--- config.mk ---
export PLATFORM = sky130hd
export DESIGN_NAME = annexb_start_code_deframer_top
export DESIGN_NICKNAME = d
export VERILOG_FILES = /design/src/rtl/abdf_pkg.sv /design/src/rtl/annexb_start_code_deframer_top.sv /design/src/rtl/abdf_front.sv /design/src/rtl/abdf_cmd_fifo.sv /design/src/rtl/abdf_back.sv
export VERILOG_INCLUDE_DIRS = /design/src /design/src/rtl
export SDC_FILE = /design/constraint.sdc
export NUM_CORES = 1
export LEC_CHECK = 0
export BUFFER_PORTS_ARGS = -buffer_cell sky130_fd_sc_hd__buf_2
export CORE_MARGIN = 8
export CORE_UTILIZATION = 40
export DETAILED_ROUTE_END_ITERATION = 12
export SLEW_MARGIN = 20
export SYNTH_ARGS = -nofsm -noshare
export SYNTH_HDL_FRONTEND = slang
export SYNTH_SLANG_ARGS = --single-unit
--- constraint.sdc ---
create_clock -name clk_i -period 5.05 [get_ports clk_i]
set_input_delay 0.2525 -clock clk_i [delete_from_list [all_inputs] [get_ports clk_i]]
set_output_delay 0.2525 -clock clk_i [all_outputs]
set_load 0.02 [all_outputs]
--- src/rtl/annexb_start_code_deframer_top_macros.svh ---
// assertion macros for the annex b start code deframer
`ifndef ANNEXB_START_CODE_DEFRAMER_TOP_MACROS_SVH
`define ANNEXB_START_CODE_DEFRAMER_TOP_MACROS_SVH
`ifndef SYNTH
`define ABDF_ASSERT_IMP(name, ante, cons) \
  name: assert property (@(posedge clk_i) disable iff (!rst_ni) (ante) |-> (cons)) \
    else $error("deframer assertion failed");
`define ABDF_ASSERT_NXT(name, ante, cons) \
  name: assert property (@(posedge clk_i) disable iff (!rst_ni) (ante) |=> (cons)) \
    else $error("deframer assertion failed");
`else
`define ABDF_ASSERT_IMP(name, ante, cons)
`define ABDF_ASSERT_NXT(name, ante, cons)
`endif
`endif

--- src/rtl/abdf_pkg.sv ---
// shared types and constants for the annex b start code deframer
package abdf_pkg;

  // saturation limit of the unit length counter
  localparam int LENGTH_BITS = 32;
  localparam logic [31:0] LEN_MAX = (LENGTH_BITS >= 32) ? 32'hFFFF_FFFF :
                                    32'((64'd1 << LENGTH_BITS) - 64'd1);

  // command queue geometry
  localparam int CMD_DEPTH = 4;
  localparam int CMD_PTR_W = $clog2(CMD_DEPTH);

  // result kinds
  typedef enum logic [1:0] {
    KIND_PAYLOAD  = 2'd0,
    KIND_UNIT_END = 2'd1,
    KIND_ERROR    = 2'd2
  } kind_e;

  // at most one command per byte: held zeros, the byte itself, unit ends or an error
  typedef struct packed {
    logic [1:0] zeros;
    logic       has_byte;
    logic [7:0] data;
    logic [1:0] ends;
    logic       err;
  } abdf_cmd_t;

endpackage

--- src/rtl/annexb_start_code_deframer_top.sv ---
// annex b start code deframer: one input byte per cycle in while not full, result words out
// path: a byte's command is stored in the command queue, then each word in the output word register
// throughput: one byte per cycle while the command queue is not full; a byte that
//   yields k words (k up to 4) holds the back end until all k are emitted, a 4-deep command queue absorbs it
// reset: asynchronous, clears the phase, queue, length counter and output valid flag; no clearing pass
`include "annexb_start_code_deframer_top_macros.svh"
module annexb_start_code_deframer_top import abdf_pkg::*; (
  input  logic        clk_i,
  input  logic        rst_ni,
  input  logic        push,
  output logic        full,
  input  logic [7:0]  data_byte_i,
  input  logic        stream_end_i,
  output logic        empty,
  input  logic        pop,
  output logic [1:0]  kind_o,
  output logic [7:0]  payload_byte_o,
  output logic        first_of_unit_o,
  output logic [31:0] unit_length_o,
  output logic        last_of_run_o
);

  logic      accept;
  logic      fr_valid;
  abdf_cmd_t fr_cmd;
  logic      q_valid;
  abdf_cmd_t q_cmd;
  logic      q_pop;
  logic      out_payload;
  logic      end_popped;

  assign accept = push && !full;

  // front: byte classification
  abdf_front u_front (
    .clk_i        (clk_i),
    .rst_ni       (rst_ni),
    .accept_i     (accept),
    .data_byte_i  (data_byte_i),
    .stream_end_i (stream_end_i),
    .cmd_valid_o  (fr_valid),
    .cmd_o        (fr_cmd)
  );

  // command queue
  abdf_cmd_fifo u_fifo (
    .clk_i   (clk_i),
    .rst_ni  (rst_ni),
    .push_i  (fr_valid),
    .cmd_i   (fr_cmd),
    .full_o  (full),
    .pop_i   (q_pop),
    .valid_o (q_valid),
    .cmd_o   (q_cmd)
  );

  // back: result word generation
  abdf_back u_back (
    .clk_i           (clk_i),
    .rst_ni          (rst_ni),
    .cmd_valid_i     (q_valid),
    .cmd_i           (q_cmd),
    .cmd_pop_o       (q_pop),
    .pop_i           (pop),
    .empty_o         (empty),
    .kind_o          (kind_o),
    .payload_byte_o  (payload_byte_o),
    .first_of_unit_o (first_of_unit_o),
    .unit_length_o   (unit_length_o),
    .last_of_run_o   (last_of_run_o)
  );

  // shorthand for the checks below
  assign out_payload = !empty && kind_o == KIND_PAYLOAD;
  assign end_popped  = pop && !empty && kind_o == KIND_UNIT_END;

  // an error word always stands alone for its byte
  `ABDF_ASSERT_IMP(a_err_alone, !empty && kind_o == KIND_ERROR, last_of_run_o)
  // payload words carry no length
  `ABDF_ASSERT_IMP(a_payload_no_len, out_payload, unit_length_o == 32'd0)
  // a payload word right after a unit end opens a new unit
  `ABDF_ASSERT_NXT(a_first_after_end, end_popped, !out_payload || first_of_unit_o)

endmodule

--- src/rtl/abdf_front.sv ---
// front end: start code state machine, turns each accepted byte into at most one command
module abdf_front import abdf_pkg::*; (
  input  logic       clk_i,
  input  logic       rst_ni,
  input  logic       accept_i,
  input  logic [7:0] data_byte_i,
  input  logic       stream_end_i,
  output logic       cmd_valid_o,
  output abdf_cmd_t  cmd_o
);

  localparam logic [1:0] PH_SEEK  = 2'd0;
  localparam logic [1:0] PH_UNIT  = 2'd1;
  localparam logic [1:0] PH_TRAIL = 2'd2;
  localparam logic [1:0] PH_ERR   = 2'd3;

  logic [1:0] phase_q, phase_d;
  logic [1:0] held_q, held_d;
  logic [1:0] zeros;
  logic       has_byte;
  logic [1:0] ends;
  logic       err;
  logic       is_zero;
  logic       is_one;

  assign is_zero = (data_byte_i == 8'h00);
  assign is_one  = (data_byte_i == 8'h01);

  // classify the byte against the current phase
  always_comb begin
    phase_d  = phase_q;
    held_d   = held_q;
    zeros    = 2'd0;
    has_byte = 1'b0;
    ends     = 2'd0;
    err      = 1'b0;
    unique case (phase_q)
      PH_SEEK: begin
        if (is_zero) begin
          if (!held_q[1]) held_d = held_q + 2'd1;
        end else if (is_one && held_q[1]) begin
          phase_d = PH_UNIT;
          held_d  = 2'd0;
        end else begin
          err     = 1'b1;
          phase_d = PH_ERR;
        end
      end
      PH_UNIT: begin
        if (is_zero) begin
          if (!held_q[1]) begin
            held_d = held_q + 2'd1;
          end else begin
            ends    = 2'd1;
            phase_d = PH_TRAIL;
            held_d  = 2'd0;
          end
        end else if (is_one && held_q[1]) begin
          ends   = 2'd1;
          held_d = 2'd0;
        end else begin
          zeros    = held_q;
          has_byte = 1'b1;
          held_d   = 2'd0;
        end
      end
      PH_TRAIL: begin
        if (is_one) begin
          phase_d = PH_UNIT;
          held_d  = 2'd0;
        end else if (!is_zero) begin
          err     = 1'b1;
          phase_d = PH_ERR;
        end
      end
      default: begin
      end
    endcase
    // end of stream: in a unit flush held zeros and close it, in seek flag an error; return to seek
    if (stream_end_i) begin
      if (phase_d == PH_SEEK) begin
        err = 1'b1;
      end else if (phase_d == PH_UNIT) begin
        zeros = zeros | held_d;
        ends  = ends + 2'd1;
      end
      phase_d = PH_SEEK;
      held_d  = 2'd0;
    end
  end

  // state registers
  always_ff @(posedge clk_i or negedge rst_ni) begin
    if (!rst_ni) begin
      phase_q <= PH_SEEK;
      held_q  <= 2'd0;
    end else if (accept_i) begin
      phase_q <= phase_d;
      held_q  <= held_d;
    end
  end

  assign cmd_o.zeros    = zeros;
  assign cmd_o.has_byte = has_byte;
  assign cmd_o.data     = data_byte_i;
  assign cmd_o.ends     = ends;
  assign cmd_o.err      = err;
  assign cmd_valid_o    = accept_i && ((zeros != 2'd0) || has_byte || (ends != 2'd0) || err);

endmodule

--- src/rtl/abdf_cmd_fifo.sv ---
// short command queue between front and back
module abdf_cmd_fifo import abdf_pkg::*; (
  input  logic      clk_i,
  input  logic      rst_ni,
  input  logic      push_i,
  input  abdf_cmd_t cmd_i,
  output logic      full_o,
  input  logic      pop_i,
  output logic      valid_o,
  output abdf_cmd_t cmd_o
);

  abdf_cmd_t              mem_q [CMD_DEPTH];
  logic [CMD_PTR_W-1:0]   wr_ptr_q;
  logic [CMD_PTR_W-1:0]   rd_ptr_q;
  logic [CMD_PTR_W:0]     cnt_q;
  logic                   do_push;
  logic                   do_pop;

  assign full_o  = (cnt_q == (CMD_PTR_W + 1)'(CMD_DEPTH));
  assign valid_o = (cnt_q != '0);
  assign do_push = push_i && !full_o;
  assign do_pop  = pop_i && valid_o;
  assign cmd_o   = mem_q[rd_ptr_q];

  // storage
  always_ff @(posedge clk_i) begin
    if (do_push) mem_q[wr_ptr_q] <= cmd_i;
  end

  // pointers and fill count
  always_ff @(posedge clk_i or negedge rst_ni) begin
    if (!rst_ni) begin
      wr_ptr_q <= '0;
      rd_ptr_q <= '0;
      cnt_q    <= '0;
    end else begin
      if (do_push) wr_ptr_q <= wr_ptr_q + CMD_PTR_W'(1);
      if (do_pop)  rd_ptr_q <= rd_ptr_q + CMD_PTR_W'(1);
      if (do_push && !do_pop)      cnt_q <= cnt_q + (CMD_PTR_W + 1)'(1);
      else if (do_pop && !do_push) cnt_q <= cnt_q - (CMD_PTR_W + 1)'(1);
    end
  end

endmodule

--- src/rtl/abdf_back.sv ---
// back end: expands commands into result words, keeps unit length and first mark
module abdf_back import abdf_pkg::*; (
  input  logic        clk_i,
  input  logic        rst_ni,
  input  logic        cmd_valid_i,
  input  abdf_cmd_t   cmd_i,
  output logic        cmd_pop_o,
  input  logic        pop_i,
  output logic        empty_o,
  output logic [1:0]  kind_o,
  output logic [7:0]  payload_byte_o,
  output logic        first_of_unit_o,
  output logic [31:0] unit_length_o,
  output logic        last_of_run_o
);

  logic [1:0]  step_q;
  logic [31:0] count_q;
  logic        first_q;
  logic        out_valid_q;
  kind_e       kind_q;
  logic [7:0]  byte_q;
  logic        first_out_q;
  logic [31:0] len_q;
  logic        last_q;

  logic [2:0]  total;
  logic [2:0]  thr_zero;
  logic [2:0]  thr_byte;
  logic [2:0]  step_w;
  logic        emit;
  logic        last;
  kind_e       kind_d;
  logic [7:0]  byte_d;

  // position of the current step inside the command
  assign thr_zero = {1'b0, cmd_i.zeros};
  assign thr_byte = thr_zero + {2'b0, cmd_i.has_byte};
  assign total    = thr_byte + {1'b0, cmd_i.ends} + {2'b0, cmd_i.err};
  assign step_w   = {1'b0, step_q};
  assign last     = (step_w == total - 3'd1);
  assign emit     = cmd_valid_i && (!out_valid_q || pop_i);
  assign cmd_pop_o = emit && last;

  // pick the result for this step
  always_comb begin
    byte_d = 8'h00;
    if (cmd_i.err) begin
      kind_d = KIND_ERROR;
    end else if (step_w < thr_zero) begin
      kind_d = KIND_PAYLOAD;
    end else if (step_w < thr_byte) begin
      kind_d = KIND_PAYLOAD;
      byte_d = cmd_i.data;
    end else begin
      kind_d = KIND_UNIT_END;
    end
  end

  // step counter, length counter and first mark
  always_ff @(posedge clk_i or negedge rst_ni) begin
    if (!rst_ni) begin
      step_q      <= 2'd0;
      count_q     <= 32'd0;
      first_q     <= 1'b1;
      out_valid_q <= 1'b0;
    end else begin
      if (emit) begin
        step_q <= last ? 2'd0 : step_q + 2'd1;
        if (kind_d == KIND_PAYLOAD) begin
          first_q <= 1'b0;
          if (count_q < LEN_MAX) count_q <= count_q + 32'd1;
        end else if (kind_d == KIND_UNIT_END) begin
          first_q <= 1'b1;
          count_q <= 32'd0;
        end
      end
      out_valid_q <= emit || (out_valid_q && !pop_i);
    end
  end

  // output word register
  always_ff @(posedge clk_i) begin
    if (emit) begin
      kind_q      <= kind_d;
      byte_q      <= byte_d;
      first_out_q <= (kind_d == KIND_PAYLOAD) && first_q;
      len_q       <= (kind_d == KIND_UNIT_END) ? count_q : 32'd0;
      last_q      <= last;
    end
  end

  assign empty_o         = !out_valid_q;
  assign kind_o          = kind_q;
  assign payload_byte_o  = byte_q;
  assign first_of_unit_o = first_out_q;
  assign unit_length_o   = len_q;
  assign last_of_run_o   = last_q;

endmodule
==> impl_metrics.tcl <==
set metrics [dict create \
    yosysTopAreaCell "edfxtp_1" \
    port_buffers 58 \
    clock_latency_ps 420 \
    vdd_drop_max_mv 0.291 \
    avgSynthCellArea_um2 13.1 \
    cp_max_fo 13 \
    cts_inserted_buffers 17 \
    synth-compound-area-share 0.0575 \
    min_period_ps 4250 \
    synth-xor-area-share 0.0490 \
    slew_headroom 0.447 \
    synth_flop_cell "edfxtp_1" \
    viasPerCell 5.22 \
    worst_pin_slew_ps 823 \
    cellPowerDensity_mw_per_mm2 608 \
    path_clk_slew_ps 60 \
    crit_path_start "u_fifo.rd_ptr_q[0]$_DFFE_PN0P_" \
    dieWidth_um 146 \
    hp-class "input pin to register" \
    final_hold_viol_count 0 \
    path_cells "buf_4 > mux4_2 > ha_1 > inv_1 > ha_1 > inv_1 > fa_1 > xor2_1 > nor3_1 > and2_1 > inv_1 > ha_1 > inv_1 > fa_1 > mux2_2" \
    grt_pass1_vias 4230 \
    drc 0 \
    grt_pass1_wl_mm 21.8 \
    crit_path_end_kind "register" \
    grt_start_max_net_pins 49 \
    cp_slowest_cell "mux4_2" \
    synth_top_family_by_area "simple AND/OR/NAND/NOR gates" \
    antenna_found_initial 0 \
    critPathRequiredTime_ps 5350 \
    reg2reg_depth 15 \
    async_flop_share 0.320 \
    crit_family "adder cells" \
    placed_area_mm2 0.00735 \
    dp_hpwl_mm 9.08 \
    grt-ovfl-total 0 \
    drv_cap 0 \
    rrSetupSlack_ps 800 \
    fin_nets 614 \
    cp-start-kind "register" \
    finalSetupTns_ps 0 \
    synth-seq-cells 147 \
    initial_core_util 0.410 \
    reg2reg_to "u_fifo.cnt_q[1]$_DFFE_PN0P_" \
    num_rows 47 \
    synth.area.top_cells "edfxtp_1 (44%), dfrtp_1 (17%), mux4_2 (4.3%)" \
    timing.final.crit_share 0.841 \
    crit_arrival_ps 4550 \
    root_buffer "clkbuf_16" \
    fin_cells 815 \
    area_delta_synth_final_pct 16.9 \
    crit_buf_inv 5 \
    synthMuxAreaShare 0.0542 \
    crit_top_cell "inv_1" \
    ys_warn_count 0 \
    drt-total-wl_mm 13.3 \
    rr_startpoint "u_fifo.rd_ptr_q[0]$_DFFE_PN0P_" \
    setup_viol 0 \
    ios 59 \
    synth_edf_count 100 \
    post_cts_resized 0 \
    drt_iter0_markers 308 \
    status "finished clean" \
    synth_most_common_cell "edfxtp_1" \
    vias 4258 \
    hold_ws_ps 35.0 \
    stdcell_area_mm2 0.00794 \
    synth_fa_ha_area_frac 0.0372 \
    die_area_mm2 0.0214 \
    syn_nets 549 \
    coreArea_mm2 0.0166 \
    synthesis.area_mm2 0.00679 \
    slowest_delay_ps 560 \
    cts_tree "built" \
    fmax_mhz 235 \
    die_h_um 146 \
    ant_nets 0 \
    synth_top_cell_area_share 0.442 \
    drtPass1Iterations 4 \
    power_leakage_nw 3.26 \
    synth_common_cells "edfxtp_1 (100), dfrtp_1 (46), and3_1 (40), nor2_1 (40), xor2_1 (25)" \
    path_class "register to register" \
    dp.cells 782 \
    grt_setup_unrepaired "no" \
    finClkSkew_ps 9.93 \
    h-tree-depth 4 \
    track_usage 0.129 \
    endpoint "u_fifo.cnt_q[1]$_DFFE_PN0P_" \
    ys_types 60 \
    synth-simple-area-share 0.155 \
    synth_seq_area_share 0.615 \
    syn_inst 517 \
    num_antenna_cells 0 \
    drive_above_1_share 0.224 \
    wl_per_cell_um 16.3 \
    cts.sinks 147 \
    maxSlewViolCount 0 \
    place_congestion 0.874 \
    crit_cells 15 \
    cts_buffer_depth 2 \
]
==> power by group <==
| part | total [W] | internal, W | switching (W) |
|---|---|---|---|
| registers | 0.00179 | 0.00165 | 0.000143 |
| clock network | 0.00123 | 0.000731 | 0.000500 |
| logic | 0.00181 | 0.000703 | 0.00111 |
==> cells by family (layout without fill, tap and decap cells) <==
| group | count (synthesis) | count (layout) |
|---|---|---|
| adder cells (fa/ha/maj) | 19 | 19 |
| flip-flops | 147 | 147 |
| XOR/XNOR | 38 | 38 |
| AO/OA/AOI/OAI | 52 | 52 |
| multiplexers | 19 | 19 |
| AND/OR/NAND/NOR | 193 | 193 |
| buffers and inverters | 49 | 127 |
==> layer usage <==
metal  track usage  part of all wire  vias up
li1              -                 -     2046
met1         0.145              0.42     2090
met2         0.220              0.51      100
met3        0.0374             0.044       22
met4        0.0623             0.024        0
met5             0                 0        -
==> layout by cell type, fill, tap and decap left out, types with 14 or more instances in the layout <==
master / n
and3_1: 40
buf_2: 58
buf_4: 14
clkbuf_16: 17
dfrtp_1: 46
edfxtp_1: 100
ha_1: 17
inv_1: 22
nand2_1: 23
nand3_1: 18
nand4_1: 14
nor2_1: 39
nor2b_1: 14
o21ai_0: 15
xor2_1: 25
==> what timing repair did <==
action / 4_1_cts / 5_1_grt
endpoints found under the setup margin: 0 / 0
hold buffers: 1 / 0
buffers inserted: 0 / 0
hold endpoints to repair: 46 / 0
==> state kept, by name (all words and copies together) (netlist names) <==
| name | flops |
|---|---|
| u_back.kind_o | 2 |
| u_fifo.rd_ptr_q | 2 |
| u_back.step_q | 2 |
| u_back.unit_length_o | 32 |
| u_back.out_valid_q | 1 |
| u_fifo.cnt_q | 3 |
| u_fifo.mem_q | 56 |
| u_back.first_of_unit_o | 1 |
| u_back.count_q | 32 |
| u_fifo.wr_ptr_q | 2 |
| u_back.first_q | 1 |
| u_front.held_q | 2 |
| u_front.phase_q | 2 |
| u_back.last_of_run_o | 1 |
| u_back.payload_byte_o | 8 |
==> per-stage QoR <==
step | setup WS [ps] | utilization | power, W
CTS | 751 | 0.479 | 0.00491
floorplan | 544 | - | 0.00313
detailed placement | 772 | 0.443 | 0.00366
global route | 529 | 0.479 | 0.00516
global placement | 837 | 0.443 | 0.00360
finish | 802 | 0.479 | 0.00483
==> worst reg2reg max path: stages, from the launching register on <==
cell     delay [ps]
dfrtp_1         470
buf_4           320
mux4_2          560
ha_1            290
inv_1            50
ha_1            270
inv_1            50
fa_1            490
xor2_1          170
nor3_1          210
and2_1          220
inv_1            70
ha_1            210
inv_1            70
fa_1            400
mux2_2          270
==> worst min path at each step <==
stage | startpoint | endpoint | slack, ps | cells past startpoint
CTS | pop | u_back.out_valid_q$_DFF_PN0_ | 30 | 2
finish | pop | u_back.out_valid_q$_DFF_PN0_ | 40 | 2
floorplan | rst_ni | u_back.count_q[0]$_DFFE_PN0P_ | -40 | 0
global placement | rst_ni | u_back.count_q[14]$_DFFE_PN0P_ | 400 | 2
global route | pop | u_back.out_valid_q$_DFF_PN0_ | 40 | 2
detailed placement | rst_ni | u_back.count_q[13]$_DFFE_PN0P_ | 410 | 2
==> area by class of cell <==
| cell class | instances | area, um^2 |
|---|---|---|
| well taps | 220 | 275 |
| fillers | 1502 | 8640 |
| inverters | 22 | 82.6 |
| flip-flops and latches | 147 | 4180 |
| repair buffers | 73 | 405 |
| multi-input cells | 321 | 2410 |
| clock buffers | 17 | 425 |
| clock inverters | 15 | 156 |
No activity file was read; power rests on OpenSTA's default activity.
